$ cat src/rtl/core/rdsm_pkg.sv
// ----------------------------------------------------------------------------
// rdsm_pkg
// Shared types, constants and the star-skip closure for the dot-star matcher.
// ----------------------------------------------------------------------------
package rdsm_pkg;

  localparam int MAX_TOKENS = 16;
  localparam int LIVE_W     = MAX_TOKENS + 1;
  localparam int TOK_W      = $clog2(MAX_TOKENS + 1);
  localparam int CHAR_W     = 8;
  localparam int CFG_DATA_W = 64;
  localparam int CFG_IDX_W  = 3;
  localparam int QDEPTH     = 4;
  localparam int QPTR_W     = $clog2(QDEPTH);
  localparam int QCNT_W     = $clog2(QDEPTH + 1);

  // Configuration register indexes
  typedef enum logic [CFG_IDX_W-1:0] {
    REG_CHARS_LOW  = 3'd0,
    REG_CHARS_HIGH = 3'd1,
    REG_ANY_MASK   = 3'd2,
    REG_STAR_MASK  = 3'd3,
    REG_TOKENS     = 3'd4
  } rdsm_reg_t;

  // Pattern as seen by the front and back
  typedef struct packed {
    logic [2*CFG_DATA_W-1:0] chars;      // token k in bits 8k+7..8k
    logic [MAX_TOKENS-1:0]   any_mask;
    logic [MAX_TOKENS-1:0]   star_eff;   // star bits of tokens in use
    logic [MAX_TOKENS-1:0]   tok_mask;   // tokens in use
    logic [LIVE_W-1:0]       pos_mask;   // positions 0..count
    logic [LIVE_W-1:0]       end_sel;    // one-hot end position
    logic [LIVE_W-1:0]       start_live; // closure of position 0
  } rdsm_cfg_t;

  // Classified item in the queue
  typedef struct packed {
    logic [MAX_TOKENS-1:0] hit;   // token k accepts this byte
    logic                  last;
    logic                  empty;
  } rdsm_item_t;

  // Star-skip closure as a parallel prefix: c[k] = v[k] | star[k-1] & c[k-1]
  function automatic logic [LIVE_W-1:0] star_closure(
    input logic [LIVE_W-1:0]     v,
    input logic [MAX_TOKENS-1:0] s
  );
    logic [LIVE_W-1:0] g;
    logic [LIVE_W-1:0] p;
    logic [LIVE_W-1:0] g_n;
    logic [LIVE_W-1:0] p_n;
    g = v;
    p = {s, 1'b0};
    for (int d = 1; d < LIVE_W; d = d * 2) begin
      g_n = g;
      p_n = p;
      for (int k = d; k < LIVE_W; k++) begin
        g_n[k] = g[k] | (p[k] & g[k-d]);
        p_n[k] = p[k] & p[k-d];
      end
      g = g_n;
      p = p_n;
    end
    return g;
  endfunction

endpackage

$ cat src/rtl/core/rdsm_cfg.sv
// ----------------------------------------------------------------------------
// rdsm_cfg
// Pattern registers and the masks and start vector derived from them.
// ----------------------------------------------------------------------------
module rdsm_cfg (
  input  logic                               clk,
  input  logic                               rst,
  input  logic                               cfg_we,
  input  logic [rdsm_pkg::CFG_IDX_W-1:0]     cfg_index,
  input  logic [rdsm_pkg::CFG_DATA_W-1:0]    cfg_data,
  output rdsm_pkg::rdsm_cfg_t                cfg
);
  import rdsm_pkg::*;

  logic [CFG_DATA_W-1:0] chars_low;
  logic [CFG_DATA_W-1:0] chars_high;
  logic [MAX_TOKENS-1:0] any_mask;
  logic [MAX_TOKENS-1:0] star_mask;
  logic [TOK_W-1:0]      tokens;
  logic [LIVE_W-1:0]     start_live;

  logic [TOK_W-1:0]      tcount;
  logic [MAX_TOKENS-1:0] tok_mask;
  logic [LIVE_W-1:0]     pos_mask;
  logic [LIVE_W-1:0]     end_sel;

  // register writes
  always_ff @(posedge clk) begin
    if (rst) begin
      chars_low  <= '0;
      chars_high <= '0;
      any_mask   <= '0;
      star_mask  <= '0;
      tokens     <= '0;
      start_live <= '0;
    end else begin
      if (cfg_we) begin
        case (rdsm_reg_t'(cfg_index))
          REG_CHARS_LOW:  chars_low  <= cfg_data;
          REG_CHARS_HIGH: chars_high <= cfg_data;
          REG_ANY_MASK:   any_mask   <= cfg_data[MAX_TOKENS-1:0];
          REG_STAR_MASK:  star_mask  <= cfg_data[MAX_TOKENS-1:0];
          REG_TOKENS:     tokens     <= cfg_data[TOK_W-1:0];
          default: ;
        endcase
      end
      // start vector is registered from the pattern registers and follows them in the next cycle
      start_live <= star_closure(LIVE_W'(1), star_mask & tok_mask) & pos_mask;
    end
  end

  // saturated token count and the masks it sets
  always_comb begin
    tcount = (tokens > TOK_W'(MAX_TOKENS)) ? TOK_W'(MAX_TOKENS) : tokens;
    for (int k = 0; k < MAX_TOKENS; k++) begin
      tok_mask[k] = (TOK_W'(k) < tcount);
    end
    for (int k = 0; k < LIVE_W; k++) begin
      pos_mask[k] = (TOK_W'(k) <= tcount);
      end_sel[k]  = (TOK_W'(k) == tcount);
    end
  end

  assign cfg.chars      = {chars_high, chars_low};
  assign cfg.any_mask   = any_mask;
  assign cfg.star_eff   = star_mask & tok_mask;
  assign cfg.tok_mask   = tok_mask;
  assign cfg.pos_mask   = pos_mask;
  assign cfg.end_sel    = end_sel;
  assign cfg.start_live = start_live;

endmodule

$ cat src/rtl/core/rdsm_front.sv
// ----------------------------------------------------------------------------
// rdsm_front
// Takes subject beats and compares the byte against every token at once.
// ----------------------------------------------------------------------------
module rdsm_front (
  input  logic                          s_tvalid,
  output logic                          s_tready,
  input  logic [rdsm_pkg::CHAR_W-1:0]   char_in,
  input  logic                          last_char,
  input  logic                          empty_string,
  input  rdsm_pkg::rdsm_cfg_t           cfg,
  output logic                          push_valid,
  input  logic                          push_ready,
  output rdsm_pkg::rdsm_item_t          push_item
);
  import rdsm_pkg::*;

  logic [MAX_TOKENS-1:0] hit;

  // per-token byte compare
  always_comb begin
    for (int k = 0; k < MAX_TOKENS; k++) begin
      hit[k] = cfg.tok_mask[k] &
               (cfg.any_mask[k] | (cfg.chars[k*CHAR_W +: CHAR_W] == char_in));
    end
  end

  assign s_tready        = push_ready;
  assign push_valid      = s_tvalid;
  assign push_item.hit   = hit;
  assign push_item.last  = last_char;
  assign push_item.empty = empty_string;

endmodule

$ cat src/rtl/core/rdsm_fifo.sv
// ----------------------------------------------------------------------------
// rdsm_fifo
// Short queue of classified beats between front and back.
// ----------------------------------------------------------------------------
module rdsm_fifo (
  input  logic                  clk,
  input  logic                  rst,
  input  logic                  push_valid,
  output logic                  push_ready,
  input  rdsm_pkg::rdsm_item_t  push_item,
  output logic                  pop_valid,
  input  logic                  pop,
  output rdsm_pkg::rdsm_item_t  pop_item
);
  import rdsm_pkg::*;

  rdsm_item_t          mem [QDEPTH];
  logic [QPTR_W-1:0]   wr_ptr;
  logic [QPTR_W-1:0]   rd_ptr;
  logic [QCNT_W-1:0]   count;
  logic                do_push;
  logic                do_pop;

  assign push_ready = (count != QCNT_W'(QDEPTH));
  assign pop_valid  = (count != '0);
  assign do_push    = push_valid & push_ready;
  assign do_pop     = pop & pop_valid;
  assign pop_item   = mem[rd_ptr];

  // storage
  always_ff @(posedge clk) begin
    if (do_push) begin
      mem[wr_ptr] <= push_item;
    end
  end

  // pointers and fill count
  always_ff @(posedge clk) begin
    if (rst) begin
      wr_ptr <= '0;
      rd_ptr <= '0;
      count  <= '0;
    end else begin
      if (do_push) wr_ptr <= wr_ptr + 1'b1;
      if (do_pop)  rd_ptr <= rd_ptr + 1'b1;
      case ({do_push, do_pop})
        2'b10:   count <= count + 1'b1;
        2'b01:   count <= count - 1'b1;
        default: count <= count;
      endcase
    end
  end

endmodule

$ cat src/rtl/core/rdsm_back.sv
// ----------------------------------------------------------------------------
// rdsm_back
// Advances the live-position vector one beat per cycle unless a pending result stalls it; reports the match.
// ----------------------------------------------------------------------------
module rdsm_back (
  input  logic                          clk,
  input  logic                          rst,
  input  rdsm_pkg::rdsm_cfg_t           cfg,
  input  logic                          q_valid,
  output logic                          q_pop,
  input  rdsm_pkg::rdsm_item_t          q_item,
  output logic                          m_tvalid,
  input  logic                          m_tready,
  output logic                          matched
);
  import rdsm_pkg::*;

  logic [LIVE_W-1:0]     live;
  logic                  in_subj;
  logic                  out_valid;
  logic                  out_matched;

  logic                  term;
  logic                  out_free;
  logic [LIVE_W-1:0]     base;
  logic [MAX_TOKENS-1:0] step;
  logic [LIVE_W-1:0]     adv;
  logic [LIVE_W-1:0]     live_next;
  logic                  res;

  // pop when the beat makes no result or the output slot frees up
  assign term     = q_item.last | q_item.empty;
  assign out_free = ~out_valid | m_tready;
  assign q_pop    = q_valid & (~term | out_free);

  // one step of the position vector
  always_comb begin
    base      = in_subj ? (live & cfg.pos_mask) : cfg.start_live;
    step      = base[MAX_TOKENS-1:0] & q_item.hit;
    adv       = {1'b0, step & cfg.star_eff} | {step & ~cfg.star_eff, 1'b0};
    live_next = star_closure(adv, cfg.star_eff) & cfg.pos_mask;
    if (q_item.empty) begin
      res = |(cfg.start_live & cfg.end_sel);
    end else begin
      res = |(live_next & cfg.end_sel);
    end
  end

  // subject state
  always_ff @(posedge clk) begin
    if (rst) begin
      live    <= '0;
      in_subj <= 1'b0;
    end else if (q_pop) begin
      if (term) begin
        live    <= '0;
        in_subj <= 1'b0;
      end else begin
        live    <= live_next;
        in_subj <= 1'b1;
      end
    end
  end

  // output register
  always_ff @(posedge clk) begin
    if (rst) begin
      out_valid <= 1'b0;
    end else if (q_pop && term) begin
      out_valid <= 1'b1;
    end else if (m_tready) begin
      out_valid <= 1'b0;
    end
  end

  always_ff @(posedge clk) begin
    if (q_pop && term) begin
      out_matched <= res;
    end
  end

  assign m_tvalid = out_valid;
  assign matched  = out_matched;

  // a finished subject always lands in the output register
  a_term_to_out: assert property (@(posedge clk) disable iff (rst)
    q_pop && term |=> m_tvalid)
    else $error("terminal beat did not produce a result");

  // a finished subject leaves no live positions behind
  a_term_clears: assert property (@(posedge clk) disable iff (rst)
    q_pop && term |=> !in_subj && live == '0)
    else $error("subject state not cleared after result");

  // no result may be overwritten before it is taken
  a_no_overwrite: assert property (@(posedge clk) disable iff (rst)
    m_tvalid && !m_tready |-> !(q_pop && term))
    else $error("pending result overwritten");

endmodule

$ cat src/rtl/core/regex_dot_star_matcher_unit.sv
// Path: a taken beat is written into the queue, and its result is registered in the back end when it is popped.
// Throughput: one subject byte per cycle while no pending result stalls the back end, which
//   updates the live-position vector combinationally; a four-entry queue decouples the sides.
// Reset: synchronous on rst; clears pattern registers to zero, empties the queue,
//   drops any subject in progress and any pending result.
// ----------------------------------------------------------------------------
// regex_dot_star_matcher_unit
// Whole-string matcher for patterns of literal and dot tokens with stars.
// ----------------------------------------------------------------------------
module regex_dot_star_matcher_unit (
  input  logic                               clk,
  input  logic                               rst,
  // configuration write port
  input  logic                               cfg_we,
  input  logic [rdsm_pkg::CFG_IDX_W-1:0]     cfg_index,
  input  logic [rdsm_pkg::CFG_DATA_W-1:0]    cfg_data,
  // subject stream
  input  logic                               s_tvalid,
  output logic                               s_tready,
  input  logic [7:0]                         s_tdata,   // [7:0] char_in
  input  logic                               s_tlast,   // last_char
  input  logic                               s_tuser,   // empty_string
  // result stream
  output logic                               m_tvalid,
  input  logic                               m_tready,
  output logic [7:0]                         m_tdata    // [0] matched, [7:1] zero
);
  import rdsm_pkg::*;

  rdsm_cfg_t  cfg;
  logic       push_valid;
  logic       push_ready;
  rdsm_item_t push_item;
  logic       q_valid;
  logic       q_pop;
  rdsm_item_t q_item;
  logic       matched;

  rdsm_cfg u_cfg (
    .clk       (clk),
    .rst       (rst),
    .cfg_we    (cfg_we),
    .cfg_index (cfg_index),
    .cfg_data  (cfg_data),
    .cfg       (cfg)
  );

  rdsm_front u_front (
    .s_tvalid     (s_tvalid),
    .s_tready     (s_tready),
    .char_in      (s_tdata),
    .last_char    (s_tlast),
    .empty_string (s_tuser),
    .cfg          (cfg),
    .push_valid   (push_valid),
    .push_ready   (push_ready),
    .push_item    (push_item)
  );

  rdsm_fifo u_fifo (
    .clk        (clk),
    .rst        (rst),
    .push_valid (push_valid),
    .push_ready (push_ready),
    .push_item  (push_item),
    .pop_valid  (q_valid),
    .pop        (q_pop),
    .pop_item   (q_item)
  );

  rdsm_back u_back (
    .clk      (clk),
    .rst      (rst),
    .cfg      (cfg),
    .q_valid  (q_valid),
    .q_pop    (q_pop),
    .q_item   (q_item),
    .m_tvalid (m_tvalid),
    .m_tready (m_tready),
    .matched  (matched)
  );

  assign m_tdata = {7'b0, matched};

endmodule

$ cat config.mk
export PLATFORM = sky130hd
export DESIGN_NAME = regex_dot_star_matcher_unit
export DESIGN_NICKNAME = d
export VERILOG_FILES = /design/src/rtl/core/rdsm_pkg.sv /design/src/rtl/core/rdsm_cfg.sv /design/src/rtl/core/rdsm_front.sv /design/src/rtl/core/rdsm_fifo.sv /design/src/rtl/core/rdsm_back.sv /design/src/rtl/core/regex_dot_star_matcher_unit.sv
export SDC_FILE = /design/constraint.sdc
export NUM_CORES = 1
export LEC_CHECK = 0
export ABC_AREA = 0
export BUFFER_PORTS_ARGS = -buffer_cell sky130_fd_sc_hd__buf_2
export CAP_MARGIN = 20
export CORE_UTILIZATION = 60
export DETAILED_ROUTE_END_ITERATION = 12
export HOLD_SLACK_MARGIN = 0.08
export PLACE_DENSITY = 0.91
export SKIP_LAST_GASP = 1
export SYNTH_ARGS = -nofsm -noshare
export SYNTH_HDL_FRONTEND = slang
export SYNTH_SLANG_ARGS = --single-unit
$ cat constraint.sdc
create_clock -name clk -period 6.3 [get_ports clk]
set_input_delay 1.26 -clock clk [delete_from_list [all_inputs] [get_ports clk]]
set_output_delay 1.26 -clock clk [all_outputs]
set_load 0.005 [all_outputs]
Yosys cells after proc, flatten, opt, wreduce, memory -nomap -nowiden --
Memory sizes are Yosys's and may differ from the RTL's. A register that Yosys moved wholly into a read port is not among the register bits. Index checks and enable logic that the tools add are counted.
Word-level totals: register bits 208, memory bits (writable) 72, word-level logic and storage cells 324, memories kept 1
Memories:
- u_fifo.mem | words 4, bits a word 18, read ports 1, clocked after memory_dff 1, write ports 1, line rdsm_fifo.sv:17 | rdsm_item_t mem [QDEPTH];
Cells by class: add/subtract/negate cells 4, magnitude comparators 34, equal/unequal tests 39, mux-type cells 12, bitwise gates (word level) 208, reductions and logical operators 13
Operators by type and width (count):
- $eq A8 B8 Y1 | 16
- $and A1 B1 Y1 | 122
- $and A16 B16 Y16 | 5
- $or A1 B1 Y1 | 73
- $and A17 B17 Y17 | 4
- $eq A4 B5 Y1 const A | 8
- $le A4 B5 Y1 const A | 8
- $lt A4 B5 Y1 const A | 8
- $reduce_or A17 Y1 | 2
- $mux W16 | 2
- $eq A3 B5 Y1 const A | 4
- $le A3 B5 Y1 const A | 4
- $lt A3 B5 Y1 const A | 4
- $or A16 B17 Y17 | 1
- $not A16 Y16 | 1
- $eq A2 B5 Y1 const A | 2
- $le A1 B5 Y1 const A | 2
- $le A2 B5 Y1 const A | 2
- $lt A1 B5 Y1 const A | 2
- $lt A2 B5 Y1 const A | 2
- $reduce_and A2 Y1 | 5
- $eq A3 B2 Y1 const B | 2
- $mux W1 | 6
- $pmux W3 S2 | 1
- other kinds (20) | 24

Depth between registers and ports, before layout --
word-level depth 21, depth in mapped cells 12

Hierarchy --
From an unflattened synthesis, not the netlist that was laid out.
Second synthesis, totals: cell total of the unflattened synthesis 1504, area, all modules 13655.6 sq um
Modules (own cells, without submodules):
- rdsm_cfg | times used 1, cells each 867, area each 6812.8 sq um, seq. area each 3643.5 sq um
- rdsm_fifo | times used 1, cells each 146, area each 3115.5 sq um, seq. area each 2342.2 sq um
- rdsm_back | times used 1, cells each 270, area each 1900.6 sq um, seq. area each 390.4 sq um
- rdsm_front | times used 1, cells each 212, area each 1762.9 sq um, seq. area each 0.0 sq um
- regex_dot_star_matcher_unit | times used 1, cells each 9, area each 63.8 sq um, seq. area each 0.0 sq um

Worst setup path before layout --
No wires, ideal clock.
path kind register to register, start point reg (tool-made name), end point reg u_fifo.count[2], library setup time 0.070 ns, data arrival time 2.811 ns, setup slack 3.418 ns, cell stages (with the launch flop) 13, path buffers 2, cell sequence dfxtp_1 > buf_6 > buf_6 > mux4_2 > nor2_1 > o32ai_1 > inv_1 > ha_1 > inv_1 > fa_1 > xor2_1 > or3_1 > a21oi_1
RTL lines:
- to (signal assigned) | line rdsm_fifo.sv:47 | 2'b10: count <= count + 1'b1;
- to (signal assigned) | line rdsm_fifo.sv:48 | 2'b01: count <= count - 1'b1;
- to (signal assigned) | line rdsm_fifo.sv:49 | default: count <= count;
- to (decl) | line rdsm_fifo.sv:20 | logic [QCNT_W-1:0] count;

==> flow_summary.yaml <==
clock_tree:
  numCtsBuffers: 27
  holdBufCountCts: 0
  cts_max_level: 1
  cts_tree: "built"
  clk_path_buf_depth: 3
  cts.sink_count: 282
  post-cts-setup-buffers: 0
  cts.clk_slew.worst_paths_ns: 0.07
  cts_root_buf: "clkbuf_16"
  post_cts_resized: 0
  clkLatencyLatePin_ns: 0.55
timing:
  skew_ns: 0.0153
  slew_headroom_pct: 18.4
  fin_crit_ns: 3.67
  drv_slew: 0
  fin_setup_tns_ns: 0
  setup_violations: 0
  rsz0062_at_grt: "no"
  clock.fmax_mhz: 272
  tightest_slew_ns: 1.21
  layout_setup_ws_ns: 2.63
  min_period_over_period_pct: 58.3
  finalHoldViolations: 0
global_route:
  grt_use_total_pct: 34.1
  overflow: 0
  antenna_found_initial: 0
  grt_pass1_vias: 11200
  grt_start_max_net_pins: 102
  grt_pass1_wl_um: 59300
routing:
  drt_first_pass_iters: 7
  wire_per_inst_um: 21.3
  antenna_left: 0
  routed_wl_um: 38300
  drtIter0Drc: 1358
  drc: 0
  vias: 11600
  vias_per_cell: 6.41
floorplan:
  die_h_um: 150
  rows: 53
  boundaryPins: 92
  start_util_pct: 62.1
  fp.coreArea_um2: 21300
  dieArea_um2: 22600
  dieWidth_um: 150
finish:
  drive_gt1_share_pct: 12.6
  area_growth_pct: 10.2
  diodes: 0
  instances_no_fill: 1802
  nets: 1594
  fillCellCount: 1480
outcome:
  status: "finished clean"
yosys:
  yosysMostFrequentCell: "nand2_1"
  synth_common_cells: "nand2_1, dfxtp_1, a21oi_1"
  synth_cell_types: 77
  synthTopCellsByArea: "dfxtp_1, edfxtp_1, nand2_1"
  synth_seq_area_share_pct: 48.3
  ys_ff_latch: 282
  yosys_warnings: 0
  yosysTopAreaCell: "dfxtp_1"
  synth-main-ff-cell: "dfxtp_1"
  synth.cell_area_um2: 13200
  synth-async-reset-ratio_pct: 0
  synth_top_cell_area_share_pct: 31.7
  synth-edff-count: 73
  syn-instance-count: 1478
  syn_avg_cell_area_um2: 8.94
place:
  placedCellCount: 1752
  hpwlAfterDp_um: 24900
  post-place-ws_ns: 2.68
  portBuffers: 84
  gp_congestion: 1.02
hold_path:
  hold_path.startpoint: "u_cfg.any_mask[0]$_SDFFE_PP0P_"
  worstHoldPathType: "flop to flop"
power:
  power.density_nw_per_um2: 297
  p_leak_nw: 5.39
  p_total_mw: 4.32
  peakVddDrop_mv: 0.261
worst_setup_path:
  required_ns: 6.77
  start_kind: "flop"
  end_kind: "flop"
  critPathMaxFanout: 32
  path_class: "flop to flop"
  arrival_ns: 4.15
job:
  maxCapViolations: 0
## per-stage QoR
step | instance area, um^2 | utilization, % | hold WS [ns]
2_1_floorplan | 13200 | - | 0.432
3_3_place_gp | 13700 | 64.2 | 0.438
3_5_place_dp | 13700 | 64.2 | 0.449
4_1_cts | 14600 | 68.4 | 0.459
5_1_grt | 14600 | 68.4 | 0.481
6_report | 14600 | 68.4 | 0.464
## kinds of logic (layout without fill, tap and decap cells)
kind of cell,Yosys count,in the layout,synth area share (%)
AO/OA/AOI/OAI,316,316,14.6
XOR/XNOR,133,133,8.82
adder cells (fa/ha/maj),6,6,0.625
buffers and inverters,124,167,4.14
flip-flops,282,282,48.3
multiplexers,37,37,4.70
other,1,7,0.0284
AND/OR/NAND/NOR,579,579,18.9
## metal layers
metal | vias up | global-route usage (%) | part of all wire [%]
met4 | 0 | 18.8 | 5.6
met5 | - | 0 | 0
met2 | 801 | 56.5 | 47
li1 | 5140 | - | -
met3 | 169 | 7.85 | 11
met1 | 5440 | 41.1 | 36
## state kept, by name, indices dropped and copies added, names as in the netlist, 5 cells and up, named ones only
| register | count |
|---|---|
| u_fifo.mem | 72 |
| u_cfg.chars_high | 64 |
| u_cfg.chars_low | 64 |
| u_cfg.start_live | 17 |
| u_back.live | 16 |
| u_cfg.any_mask | 16 |
| u_cfg.star_mask | 16 |
| u_cfg.tokens | 5 |
## where the power goes
group	switching (mW)	total (mW)	internal (mW)
combinational	0.424	0.668	0.244
clock	0.697	1.63	0.932
sequential	0.0694	2.02	1.96
total	1.19	4.32	3.13
## layout make-up
cell class | count | area (um^2) | share of cell area [%]
sequential | 282 | 6380 | 43.8
multi-input combinational | 1078 | 6340 | 43.6
clock buffer | 36 | 759 | 5.21
timing repair buffer | 99 | 539 | 3.70
tap | 275 | 344 | 2.36
clock inverter | 14 | 134 | 0.919
inverter | 18 | 67.6 | 0.464
## final timing paths
kind	endpoint	slack (ns)	cells after the start
min reg2reg	u_cfg.any_mask[0]$_SDFFE_PP0P_	0.46	2
min	u_cfg.any_mask[0]$_SDFFE_PP0P_	0.46	2
max	u_fifo.count[2]$_SDFFE_PP0P_	2.63	11
max reg2reg	u_fifo.count[2]$_SDFFE_PP0P_	2.63	11
## cell usage in the layout (no fill, tap or decap), types with 9 or more instances in the layout
cell type	synthesis	routed
edfxtp_1	73	73
inv_1	18	18
mux2_2	10	10
nor4_1	38	38
a31oi_1	9	9
nand2_1	371	370
buf_4	10	15
nor3_1	9	9
nor2b_1	12	12
a21oi_1	207	207
mux4_2	19	19
buf_2	10	83
nand3_1	20	20
xor2_1	131	131
nor2_1	77	76
o21ai_0	16	16
dfxtp_1	209	209
clkbuf_16	0	27
and3_1	13	13
## worst max-delay path, stage by stage, from the launching register on
cell	delay, ns
dfxtp_1	0.88
mux4_2	0.48
nor2_1	0.34
o32ai_4	0.14
buf_4	0.27
inv_1	0.21
ha_1	0.21
inv_1	0.07
fa_1	0.39
xor2_1	0.16
or3_1	0.30
a21oi_1	0.14
(Power assumes the default switching activity.)
